File: src/design/dehp_pkg.sv
// Shared types, codes and constants for the DICOM element header parser.
`timescale 1ns / 1ps
package dehp_pkg;

  localparam int PreambleBytesDefault = 128;
  localparam int QDepth = 4;
  localparam int QPtrW = $clog2(QDepth);

  typedef enum logic [2:0] {
    KIND_HEADER  = 3'd0,
    KIND_VALUE   = 3'd1,
    KIND_END_OK  = 3'd2,
    KIND_NO_DICM = 3'd3,
    KIND_SYNTAX  = 3'd4,
    KIND_TRUNC   = 3'd5
  } kind_t;

  typedef enum logic [2:0] {
    PH_PRE, PH_MAGIC, PH_TAG, PH_VR, PH_RES, PH_LEN16, PH_LEN32, PH_VALUE
  } phase_t;

  typedef struct packed {
    logic [2:0]  kind;
    logic [15:0] group_id;
    logic [15:0] element_id;
    logic [15:0] vr_code;
    logic [31:0] value_length;
    logic [7:0]  value_byte;
    logic        last_of_element;
    logic        little_endian;
    logic        explicit_vr;
  } rec_t;

  // write side of the record queue
  typedef struct packed {
    logic [1:0] count;
    rec_t       r0;
    rec_t       r1;
  } qwr_t;

  localparam logic [15:0] GRP_META = 16'h0002;
  localparam logic [15:0] GRP_ITEM = 16'hFFFE;
  localparam logic [15:0] EL_ITEM = 16'hE000;
  localparam logic [15:0] EL_ITEM_END = 16'hE00D;
  localparam logic [15:0] EL_SEQ_END = 16'hE0DD;
  localparam logic [15:0] EL_SYNTAX = 16'h0010;
  localparam logic [31:0] LEN_UNDEF = 32'hFFFF_FFFF;
  localparam logic [31:0] MAGIC = "DICM";

  localparam logic [159:0] UID_LE_EXPL = {"1.2.840.10008.1.2.1", 8'h00};
  localparam logic [159:0] UID_BE_EXPL = {"1.2.840.10008.1.2.2", 8'h00};
  localparam logic [159:0] UID_LE_IMPL = {"1.2.840.10008.1.2", 24'h0};

  function automatic logic [7:0] uid_char(input logic [1:0] k, input logic [4:0] i);
    logic [4:0] j;
    j = 5'd19 - i;
    case (k)
      2'd0:    uid_char = UID_LE_EXPL[{j, 3'b000} +: 8];
      2'd1:    uid_char = UID_BE_EXPL[{j, 3'b000} +: 8];
      default: uid_char = UID_LE_IMPL[{j, 3'b000} +: 8];
    endcase
  endfunction

  function automatic logic long_vr(input logic [15:0] v);
    long_vr = (v == "OB") || (v == "OW") || (v == "OF") ||
              (v == "UT") || (v == "SQ") || (v == "UN");
  endfunction

  function automatic rec_t mk(input kind_t k, input logic [15:0] g, input logic [15:0] e,
                              input logic [15:0] v, input logic [31:0] l,
                              input logic [7:0] b, input logic la,
                              input logic le, input logic ex);
    rec_t r;
    r.kind = k;
    r.group_id = g;
    r.element_id = e;
    r.vr_code = v;
    r.value_length = l;
    r.value_byte = b;
    r.last_of_element = la;
    r.little_endian = le;
    r.explicit_vr = ex;
    mk = r;
  endfunction

endpackage

File: src/design/dehp_parser.sv
// Front end: per-byte element parser producing up to two records per byte.
`timescale 1ns / 1ps
module dehp_parser
  import dehp_pkg::*;
#(
  parameter int PREAMBLE_BYTES = PreambleBytesDefault
) (
  input  logic        clk,
  input  logic        rst,
  input  logic        cfg_we,
  input  logic [31:0] cfg_data,
  input  logic        take,
  input  logic [7:0]  data_byte,
  output qwr_t        qwr
);

  localparam logic [31:0] PreLen = 32'(PREAMBLE_BYTES);

  phase_t      phase, phase_next;
  logic [31:0] slen, pos, pos_next;
  logic [2:0]  fbc, fbc_next;
  logic [15:0] tg, tg_next, te, te_next, vr, vr_next;
  logic [31:0] len, len_next, rem, rem_next;
  logic        ex, ex_next, le, le_next, halted, halted_next;
  logic [2:0]  uidm, uidm_next;

  always_comb begin
    rec_t        e;
    logic [1:0]  n;
    logic        do_fin, do_done, do_next, last;
    logic [31:0] idx;
    logic        m0, m1, m2;
    phase_next = phase; pos_next = pos; fbc_next = fbc; tg_next = tg; te_next = te;
    vr_next = vr; len_next = len; rem_next = rem; ex_next = ex; le_next = le;
    halted_next = halted; uidm_next = uidm;
    n = 2'd0; do_fin = 1'b0; do_done = 1'b0; do_next = 1'b0; last = 1'b0;
    idx = len - rem;
    m0 = 1'b0; m1 = 1'b0; m2 = 1'b0;
    e = '0;
    qwr.r0 = '0; qwr.r1 = '0;
    if (take && !halted) begin
      if (pos >= slen) begin
        e = mk(KIND_TRUNC, 16'h0, 16'h0, 16'h0, 32'h0, 8'h0, 1'b0, le, ex);
        qwr.r0 = e; n = 2'd1; halted_next = 1'b1;
      end else begin
        pos_next = pos + 32'd1;
        if (phase == PH_PRE && pos >= PreLen) begin
          phase_next = PH_MAGIC; fbc_next = 3'd0;
        end
        unique case (phase_next)
          PH_PRE: ;
          PH_MAGIC: begin
            if (data_byte != MAGIC[{2'd3 - fbc_next[1:0], 3'b000} +: 8]) begin
              e = mk(KIND_NO_DICM, 16'h0, 16'h0, 16'h0, 32'h0, 8'h0, 1'b0, le, ex);
              qwr.r0 = e; n = 2'd1; halted_next = 1'b1;
            end else begin
              fbc_next = fbc_next + 3'd1;
              if (fbc_next >= 3'd4) do_next = 1'b1;
            end
          end
          PH_TAG: begin
            case (fbc[1:0])
              2'd0: tg_next = {8'h0, data_byte};
              2'd1: tg_next = {data_byte, tg[7:0]};
              2'd2: te_next = {8'h0, data_byte};
              default: te_next = {data_byte, te[7:0]};
            endcase
            fbc_next = fbc + 3'd1;
            if (fbc_next >= 3'd4) begin
              fbc_next = 3'd0; vr_next = 16'h0; len_next = 32'h0;
              if (tg_next == GRP_META) phase_next = PH_VR;
              else if (tg_next == GRP_ITEM) begin
                if (te_next == EL_ITEM || te_next == EL_ITEM_END || te_next == EL_SEQ_END)
                  phase_next = PH_LEN32;
                else do_fin = 1'b1;
              end else if (ex) phase_next = PH_VR;
              else phase_next = PH_LEN32;
            end
          end
          PH_VR: begin
            if (fbc == 3'd0) begin
              vr_next = {data_byte, 8'h0}; fbc_next = 3'd1;
            end else begin
              vr_next = {vr[15:8], data_byte}; fbc_next = 3'd0;
              phase_next = long_vr(vr_next) ? PH_RES : PH_LEN16;
            end
          end
          PH_RES: begin
            fbc_next = fbc + 3'd1;
            if (fbc_next >= 3'd2) begin
              fbc_next = 3'd0; phase_next = PH_LEN32;
            end
          end
          PH_LEN16, PH_LEN32: begin
            len_next = len | (32'(data_byte) << {fbc[1:0], 3'b000});
            fbc_next = fbc + 3'd1;
            if (fbc_next >= ((phase == PH_LEN16) ? 3'd2 : 3'd4)) begin
              fbc_next = 3'd0; do_fin = 1'b1;
            end
          end
          PH_VALUE: begin
            if (tg == GRP_META && te == EL_SYNTAX) begin
              for (int k = 0; k < 3; k++)
                if (idx >= 32'd20 || uid_char(2'(k), idx[4:0]) != data_byte)
                  uidm_next[k] = 1'b0;
            end
            if (rem != 32'd0) rem_next = rem - 32'd1;
            last = (rem_next == 32'd0);
            e = mk(KIND_VALUE, tg, te, vr, len, data_byte, last, le, ex);
            qwr.r0 = e; n = 2'd1;
            if (last) do_done = 1'b1;
          end
          default: ;
        endcase
        if (do_fin) begin
          e = mk(KIND_HEADER, tg_next, te_next, vr_next, len_next, 8'h0, 1'b0, le, ex);
          if (n == 2'd0) qwr.r0 = e; else qwr.r1 = e;
          n = n + 2'd1;
          uidm_next = 3'b111;
          if (len_next == 32'h0 || len_next == LEN_UNDEF) do_done = 1'b1;
          else begin
            rem_next = len_next; phase_next = PH_VALUE;
          end
        end
        if (do_done) begin
          if (tg_next == GRP_META && te_next == EL_SYNTAX) begin
            m0 = uidm_next[0] && (len_next == 32'd19 || len_next == 32'd20);
            m1 = uidm_next[1] && (len_next == 32'd19 || len_next == 32'd20);
            m2 = uidm_next[2] && (len_next == 32'd17 || len_next == 32'd18);
            if (m0) begin le_next = 1'b1; ex_next = 1'b1; do_next = 1'b1; end
            else if (m1) begin le_next = 1'b0; ex_next = 1'b1; do_next = 1'b1; end
            else if (m2) begin le_next = 1'b1; ex_next = 1'b0; do_next = 1'b1; end
            else begin
              e = mk(KIND_SYNTAX, 16'h0, 16'h0, 16'h0, 32'h0, 8'h0, 1'b0, le, ex);
              if (n == 2'd0) qwr.r0 = e; else qwr.r1 = e;
              n = n + 2'd1; halted_next = 1'b1;
            end
          end else do_next = 1'b1;
        end
        if (do_next) begin
          if ({1'b0, slen} > ({1'b0, pos_next} + 33'd6)) begin
            phase_next = PH_TAG; fbc_next = 3'd0; tg_next = 16'h0; te_next = 16'h0;
          end else begin
            e = mk(KIND_END_OK, 16'h0, 16'h0, 16'h0, 32'h0, 8'h0, 1'b0, le_next, ex_next);
            if (n == 2'd0) qwr.r0 = e; else qwr.r1 = e;
            n = n + 2'd1; halted_next = 1'b1;
          end
        end
        if (!halted_next && pos_next >= slen) begin
          e = mk(KIND_TRUNC, 16'h0, 16'h0, 16'h0, 32'h0, 8'h0, 1'b0, le_next, ex_next);
          if (n == 2'd0) qwr.r0 = e; else qwr.r1 = e;
          n = n + 2'd1; halted_next = 1'b1;
        end
      end
    end
    qwr.count = n;
  end

  always_ff @(posedge clk) begin
    if (rst) begin
      phase <= PH_PRE; pos <= '0; fbc <= '0; tg <= '0; te <= '0; vr <= '0;
      len <= '0; rem <= '0; ex <= 1'b1; le <= 1'b1; uidm <= 3'b111; halted <= 1'b0;
      slen <= '0;
    end else begin
      phase <= phase_next; pos <= pos_next; fbc <= fbc_next; tg <= tg_next;
      te <= te_next; vr <= vr_next; len <= len_next; rem <= rem_next; ex <= ex_next;
      le <= le_next; uidm <= uidm_next; halted <= halted_next;
      if (cfg_we) slen <= cfg_data;
    end
  end

`ifndef SYNTHESIS
  a_halt_sticky: assert property (@(posedge clk) disable iff (rst) halted |=> halted)
    else $error("halt cleared without reset");
  a_no_out_halted: assert property (@(posedge clk) disable iff (rst)
    halted |-> qwr.count == 2'd0) else $error("record while halted");
  a_pos_step: assert property (@(posedge clk) disable iff (rst)
    !take |=> $stable(pos)) else $error("position moved without a byte");
`endif

endmodule

File: src/design/dehp_queue.sv
// Back end: short record queue, two writes and one read per cycle.
`timescale 1ns / 1ps
module dehp_queue
  import dehp_pkg::*;
(
  input  logic clk,
  input  logic rst,
  input  qwr_t qwr,
  input  logic rd,
  output rec_t head,
  output logic empty,
  output logic full
);

  rec_t mem [QDepth];
  logic [QPtrW:0] wptr, rptr, cnt;
  logic [QPtrW-1:0] w1;

  assign cnt = wptr - rptr;
  assign empty = (cnt == '0);
  assign full = (cnt > (QPtrW+1)'(QDepth - 2));
  assign head = mem[rptr[QPtrW-1:0]];
  assign w1 = wptr[QPtrW-1:0] + QPtrW'(1);

  always_ff @(posedge clk) begin
    if (qwr.count != 2'd0) mem[wptr[QPtrW-1:0]] <= qwr.r0;
    if (qwr.count == 2'd2) mem[w1] <= qwr.r1;
  end

  always_ff @(posedge clk) begin
    if (rst) begin
      wptr <= '0; rptr <= '0;
    end else begin
      wptr <= wptr + (QPtrW+1)'(qwr.count);
      if (rd && !empty) rptr <= rptr + (QPtrW+1)'(1);
    end
  end

`ifndef SYNTHESIS
  a_no_overflow: assert property (@(posedge clk) disable iff (rst)
    cnt <= (QPtrW+1)'(QDepth)) else $error("queue overflow");
  a_reset_empty: assert property (@(posedge clk) rst |=> empty)
    else $error("queue not empty after reset");
  a_pop_drops: assert property (@(posedge clk) disable iff (rst)
    (rd && !empty && qwr.count == 2'd0) |=> cnt == $past(cnt) - 1'b1)
    else $error("pop lost");
`endif

endmodule

File: src/design/dicom_element_header_parser_top.sv
// Top level of the DICOM element header parser.
//
// Usage: the file stream enters one byte per request on data_byte; a byte is
// taken at a clock edge where push is high and full is low. Results come out
// like a queue: while empty is low the oldest record is on the result ports,
// and pop with empty low takes it. Kinds: header, value byte, end ok, not
// DICM, unsupported syntax, truncated. A fault or end halts the parser until
// reset; further bytes are taken and dropped.
// stream_length is written on cfg_valid/cfg_data; cfg_ready is always high.
// A record enters the queue at the clock edge that takes the byte causing it.
// Throughput: one byte per cycle while full is low; a byte may yield two
// records, and the four-entry record queue raises full when fewer than two
// slots are free, so a stalled receiver backs up into push.
// Reset (rst, synchronous) empties the queue, clears stream_length and puts
// the parser back to the preamble skip.
`timescale 1ns / 1ps
module dicom_element_header_parser_top
  import dehp_pkg::*;
#(
  parameter int PREAMBLE_BYTES = PreambleBytesDefault
) (
  input  logic        clk,
  input  logic        rst,
  input  logic        cfg_valid,
  output logic        cfg_ready,
  input  logic [31:0] cfg_data,
  input  logic        push,
  output logic        full,
  input  logic [7:0]  data_byte,
  output logic        empty,
  input  logic        pop,
  output logic [2:0]  kind,
  output logic [15:0] group_id,
  output logic [15:0] element_id,
  output logic [15:0] vr_code,
  output logic [31:0] value_length,
  output logic [7:0]  value_byte,
  output logic        last_of_element,
  output logic        little_endian,
  output logic        explicit_vr
);

  qwr_t qwr;
  rec_t head;

  assign cfg_ready = 1'b1;

  dehp_parser #(.PREAMBLE_BYTES(PREAMBLE_BYTES)) u_parser (
    .clk(clk), .rst(rst), .cfg_we(cfg_valid), .cfg_data(cfg_data),
    .take(push && !full), .data_byte(data_byte), .qwr(qwr)
  );

  dehp_queue u_queue (
    .clk(clk), .rst(rst), .qwr(qwr), .rd(pop), .head(head), .empty(empty), .full(full)
  );

  assign kind = head.kind;
  assign group_id = head.group_id;
  assign element_id = head.element_id;
  assign vr_code = head.vr_code;
  assign value_length = head.value_length;
  assign value_byte = head.value_byte;
  assign last_of_element = head.last_of_element;
  assign little_endian = head.little_endian;
  assign explicit_vr = head.explicit_vr;

endmodule
File: config.mk
export PLATFORM = sky130hd
export DESIGN_NAME = dicom_element_header_parser_top
export DESIGN_NICKNAME = d
export VERILOG_FILES = /design/src/design/dehp_pkg.sv /design/src/design/dehp_parser.sv /design/src/design/dehp_queue.sv /design/src/design/dicom_element_header_parser_top.sv
export SDC_FILE = /design/constraint.sdc
export NUM_CORES = 1
export LEC_CHECK = 0
export BUFFER_PORTS_ARGS = -buffer_cell sky130_fd_sc_hd__buf_4
export CORE_ASPECT_RATIO = 1.75
export CORE_MARGIN = 5
export CORE_UTILIZATION = 55
export CTS_BUF_LIST = sky130_fd_sc_hd__clkbuf_16
export DETAILED_ROUTE_END_ITERATION = 6
export HOLD_SLACK_MARGIN = 0.08
export PLACE_DENSITY = 0.72
export SETUP_SLACK_MARGIN = 0.2
export SLEW_MARGIN = 20
export SYNTH_ARGS = -nofsm -noshare
export SYNTH_HDL_FRONTEND = slang
export SYNTH_SLANG_ARGS = --single-unit
File: constraint.sdc
create_clock -name clk -period 11.7 [get_ports clk]
set_clock_uncertainty 0.05 [all_clocks]
set_input_delay 0.585 -clock clk [delete_from_list [all_inputs] [get_ports clk]]
set_output_delay 0.585 -clock clk [all_outputs]
set_load 0.01 [all_outputs]
# ---- Yosys cells after proc, flatten, opt, wreduce, memory -nomap -nowiden
# Memory sizes are Yosys's and may differ from the RTL's. A register that Yosys moved wholly into a read port is not among the register bits.
# Cells that the tools add are included.
dict set report word_totals {
  ff_bits 194
  ramBits 376
  input_bits 45
  output_inout_bits 97
  word_cells 308
  memories 1
}
dict set report op_classes {
  addsub 16
  order_cmp 10
  eq_ne 35
  n_shift 5
  n_mux 182
  bitwise_logic 2
  reduce_logical 42
}
# name depth width read_ports rd_ports_with_merged_regs write_ports line_no
set memory_table {}
lappend memory_table {u_queue.mem 4 94 1 1 2 dehp_queue.sv:15} ;# rec_t mem [QDepth];
# cell count
set ops {}
lappend ops {{2-to-1 mux 188 bit} 12}
lappend ops {{2-to-1 mux 94 bit} 11}
lappend ops {{indexed part select 160 x 9 -> 8 bit (first input constant)} 3}
lappend ops {{2-to-1 mux 16 bit} 20}
lappend ops {{2-to-1 mux 32 bit} 10}
lappend ops {{one-hot mux 94 bit (2 select lines)} 1}
lappend ops {{== test 32 x 5 -> 1 bit (second input constant)} 4}
lappend ops {{== test 16 x 15 -> 1 bit (second input constant)} 6}
lappend ops {{2-to-1 mux 8 bit} 12}
lappend ops {{one-hot mux 16 bit (2 select lines)} 3}
lappend ops {{2-to-1 mux 93 bit} 1}
lappend ops {{2-to-1 mux 91 bit} 1}
lappend ops {{2-to-1 mux 3 bit} 29}
lappend ops {{== test 16 bit (second input constant)} 4}
lappend ops {{>= comparator 32 bit} 2}
lappend ops {{zero test 32 bit} 2}
lappend ops {{one-hot mux 32 bit (2 select lines)} 1}
lappend ops {{2-to-1 mux 1 bit} 56}
lappend ops {{== test 16 x 2 -> 1 bit (second input constant)} 3}
lappend ops {{2-to-1 mux 2 bit} 21}
lappend ops {{adder 32 x 3 -> 33 bit (second input constant)} 1}
lappend ops {{greater-than comparator 32 x 33 -> 1 bit} 1}
lappend ops {{adder 32 x 1 -> 32 bit (second input constant)} 1}
lappend ops {{== test 16 x 5 -> 1 bit (second input constant)} 2}
lappend ops {{other kinds (38)} 85}

# ---- Longest topological paths before layout
dict set report depth {
  depth_word 43
  ltp_mapped 34
  depth_no_buf 32
}

# ---- Hierarchy
# A second synthesis with hierarchy kept.
dict set report hier_totals {
  hier_cells 3827
  hier_area_um2 39161.3
}
# mod instances cells_each area_each_um2 seq_area_each_um2
set modules_own_cells {}
lappend modules_own_cells {dehp_parser 1 2861 20664.8 3763.6}
lappend modules_own_cells {dehp_queue 1 963 18471.5 11451.0}
lappend modules_own_cells {dicom_element_header_parser_top 1 3 25.0 0.0}

# ---- Least setup slack after synthesis
# Ideal clock, no wire load.
dict set report synth_timing {
  path_kind {reg-to-reg}
  from {register u_parser.rem[0]}
  to {memory u_queue.mem[2][0] in the netlist's numbering, enable pin}
  setup_time_ns 0.832
  arrival_ns 8.556
  required_time_ns 10.818
  setup_slack_ns 2.262
  path_stages_with_launch 32
  path_buffers 3
  period_less_slack_ns 9.438
  path_cell_list {dfxtp_1 ha_1 inv_1 fa_1 xor2_1 inv_2 clkbuf_1 ha_1 or2_2 a221oi_1 o32ai_1 o31ai_1 nor4b_1 nand2_1 a2111oi_0 a211o_1 a21oi_2 buf_4 mux2i_2 inv_1 ha_1 or3_1 o41a_1 o41a_1 o21ai_0 ha_1 nor2_1 nand4_1 a31o_2 o211ai_4 buf_2 nand2_1}
}
# item line_no
set synth_lines {}
lappend synth_lines {{from (decl)} dehp_parser.sv:23} ;# logic [31:0] len, len_next, rem, rem_next;
lappend synth_lines {{from (signal assigned)} dehp_parser.sv:166} ;# te <= te_next; vr <= vr_next; len <= len_next; rem <= rem_next; ex <= ex_next;
lappend synth_lines {{to (decl)} dehp_queue.sv:15}

==> summary.txt <==
Yosys
  – Seq cells post-synth: around 570
  – Area contributors post-synth: edfxtp_1 29%, dfxtp_1 13%, nor2_1 6.7%, mux4_2 6.0%, ha_1 5.6%
  – EDFF count, synth: 340
  – Main synth FF type: edfxtp_1
  – Seq/Total Area, Yosys: between 40% and 50%
  – Syn_nets: approximately 4000
  – Top-area cell type share of the netlist area: about 29%
  – Post-synthesis cell count: 3727
  – Synth unique cells: ~110
  – Synth Cell Area: approximately 0.035 mm2
  – FFs w/ async S/R, synth: 0%
  – Syn_area_per_cell: approximately 9.4 um2
  – Top cell type by total area after synthesis: edfxtp_1
  – Synthesis warning total: 0

Placement
  – IO Port Bufs: 140
  – Final Wtd Congestion: roughly 1
  – DP Wirelength: 81200 um
  – Post-place setup slack: approximately 1.9 ns
  – Placed Instance Area: roughly 0.037 mm2

Worst setup path
  – Crit-path most repeated cell: ha_1
  – Worst endpoint required time: approximately 12 ns
  – Crit path launch type: register
  – Worst setup path class: reg -> reg
  – Crit path capture type: register
  – CP max-delay cell: a2111oi_1
  – Crit path arrival time: 10.23 ns
  – CP max FO: 66
  – Top delay family on crit path: compound AO/OA/AOI/OAI gates
  – Max incr delay on CP: 0.67 ns
  – Critical path buffers and inverters: 7

Finish
  – Filler Cell Count: between 5000 and 6000
  – Area taken by multi-input logic gates: roughly 0.019 mm2
  – FF+latch area: roughly 0.015 mm2
  – Layout cell share with drive strength beyond 1: roughly 12%
  – Final layout net count: just under 4000
  – Most frequent cells in the layout: 623 x nor2_1, 340 x edfxtp_1, 320 x nand2_1, 230 x dfxtp_1, 177 x a21oi_1
  – Area delta synth->final: 9.00%
  – Commonest non-fill, non-tap cell in the layout: nor2_1
  – Final Cell Area: 0.0383 mm2

STA
  – Final setup fails: 0
  – Crit share post-route: 85.0%
  – Worst slew pin tran: 1.17 ns
  – F_max: 101 MHz
  – Final Slew Violations: 0
  – RSZ-0062 raised after global routing: no
  – Final Hold Viols: 0
  – Period minus WS final: between 9 and 10 ns
  – Worst setup margin: 1.76 ns
  – Setup TNS: 0 ns
  – Slew margin rel.: about 22%

Power
  – P_leak: between 10 and 15 nW
  – Worst vdd ir: 122 uV
  – Pwr dens: roughly 160 mW/mm2

Detailed routing
  – Vias/cell: 6.69
  – Routed wire length: about 110000 um
  – DRC Markers: 0
  – Vias: about 30000
  – Post-route ant nets: 0
  – Drt pass-1 iters: 7
  – Iteration-0 DRC Markers: ~2700
  – DR WL/cell: between 20 and 30 um

Global route
  – Antenna violations before repair: 0
  – First-pass GRT wire length: between 150000 and 200000 um
  – Vias in the first global route: 29923
  – Largest net degree at the start of global routing: 78
  – Total grt overflow: 0
  – Total track usage: 32.2%

CTS
  – CTS Buf Count: 53
  – Post-CTS sizing: 0
  – Post-CTS Hold Buffers: 0
  – Num Clock Sinks: 572
  – Root Buffer: clkbuf_16
  – Post-CTS Setup Inserts: 0
  – Max Root-Sink Buffers: 3
  – H-tree levels: 2
  – Clock Pin Slew Worst Setup and Hold Paths: approximately 0.070 ns
  – CTS tree: built
  – Clock latency on the worst-skew pair: between 0.6 and 0.7 ns

Floorplan
  – Die width: 201 um
  – Initial Util: a little under three fifths
  – Core area: around 0.063 mm2
  – Die area: ~0.069 mm2
  – Die Height: around 340 um
  – I/O pins: 142
  – Row cnt: ~120

Min path
  – Worst min-delay path category: in -> reg

Flow run
  – Max Cap Viol: 0

Status
  – Outcome: finished, final reports clean
-- synth_stat cells, types with 15 or more instances --
master    number
a22o_1        73
nand4_1       82
edfxtp_1     340
mux4_2        94
inv_1        129
nor2_1       624
nand3_1       63
nand2b_1      30
a211oi_1      37
a21o_1        47
buf_1         29
o21ai_0      130
nor3_1        88
nand2_1      323
or4_1         15
o211ai_1      19
xnor2_1       70
a21oi_1      177
mux2i_1       40
buf_2         62
a32o_1        15
a32oi_1       17
a22oi_1       62
clkbuf_1     164
and3_1        33
o21a_1        25
nor4_1        55
ha_1         157
nor2b_1       22
and2_1        20
dfxtp_1      232
or2_2         17
xor2_1        49
o22ai_1       45
or3_1         29
a31oi_1       43
o31ai_1       21
-- worst reg2reg max path: cells and delay by family, from the launching register on --
| kind | cells | cell delay, ns |
|---|---|---|
| buf+inv | 7 | 1.67 |
| xor+xnor | 1 | 0.17 |
| simple gates | 7 | 2.06 |
| fa+ha+maj | 5 | 1.64 |
| mux | 1 | 0.37 |
| flops | 1 | 0.45 |
| compound gates | 11 | 3.29 |
-- registers in the layout, indices dropped and copies added (netlist names), named ones only --
signal,flops
u_parser.fbc,3
u_parser.le,1
u_parser.uidm,3
u_parser.pos,32
u_parser.slen,32
u_parser.len,32
u_parser.ex,1
u_parser.tg,16
u_queue.mem,376
u_queue.wptr,3
u_parser.halted,1
u_parser.rem,32
u_parser.phase,3
u_parser.vr,16
u_parser.te,16
u_queue.rptr,3
-- metrics by stage --
stage / cells / hold slack, ns / util, % / total power [mW]
2_1_floorplan: 3727 / 0.379 / - / 3.61
3_3_place_gp: 4450 / 0.385 / 57.6 / 4.33
3_5_place_dp: 4450 / 0.394 / 57.6 / 4.34
4_1_cts: 4550 / 0.0946 / 60.4 / 6.09
5_1_grt: 4550 / 0.120 / 60.4 / 6.35
6_report: 4551 / 0.117 / 60.4 / 6.10
-- power breakdown --
group	total (mW)	internal, mW	leakage, nW	switching [mW]
Combinational	2.06	0.851	7.70	1.21
Sequential	2.26	2.15	4.69	0.114
Clock	1.77	0.969	0.900	0.803
Total	6.10	3.97	13.3	2.13
-- cell type report --
class / instances / share of cell area (%)
multi-input cells: 2762 / 49.0
flip-flops and latches: 572 / 38.8
repair buffers: 178 / 3.66
clock buffers: 53 / 3.46
well taps: 806 / 2.63
inverters: 132 / 1.30
clock inverters: 47 / 1.13
diodes: 1 / 0.00654
-- metal layers --
| metal | vias to the layer above | GRT usage (%) | part of all wire [%] |
|---|---|---|---|
| met3 | 496 | 4.56 | 6.8 |
| met2 | 1514 | 57.5 | 51 |
| met5 | - | 0 | 0 |
| li1 | 13784 | - | - |
| met1 | 14644 | 35.3 | 35 |
| met4 | 0 | 22.2 | 8.1 |
-- kinds of logic (layout without fill, tap and decap cells) --
group / count (synthesis) / after routing / synth area share, %
AND/OR/NAND/NOR: 1476 / 1476 / 19.7
XOR/XNOR: 120 / 120 / 3.01
AO/OA/AOI/OAI: 863 / 863 / 17.3
multiplexers: 140 / 140 / 7.37
buffers and inverters: 393 / 410 / 4.50
flip-flops: 572 / 572 / 42.3
other: 1 / 2 / 0.0107
adder cells (fa/ha/maj): 162 / 162 / 5.82
-- path summary, 6_finish.rpt --
| check | start | endpoint | slack, ns | depth (start not counted) |
|---|---|---|---|---|
| worst max-delay path | u_parser.rem[0]$_SDFFE_PP0P_ | u_queue.mem[0][16]$_DFFE_PP_ | 1.76 | 32 |
| worst min-delay path | cfg_data[20] | u_parser.slen[20]$_SDFFE_PP0P_ | 0.12 | 3 |
| worst max register to register | u_parser.rem[0]$_SDFFE_PP0P_ | u_queue.mem[0][16]$_DFFE_PP_ | 1.76 | 32 |
| worst min register to register | u_queue.mem[3][2]$_SDFFE_PP0P_ | u_queue.mem[3][2]$_SDFFE_PP0P_ | 0.40 | 2 |
(Power assumes the default switching activity.)
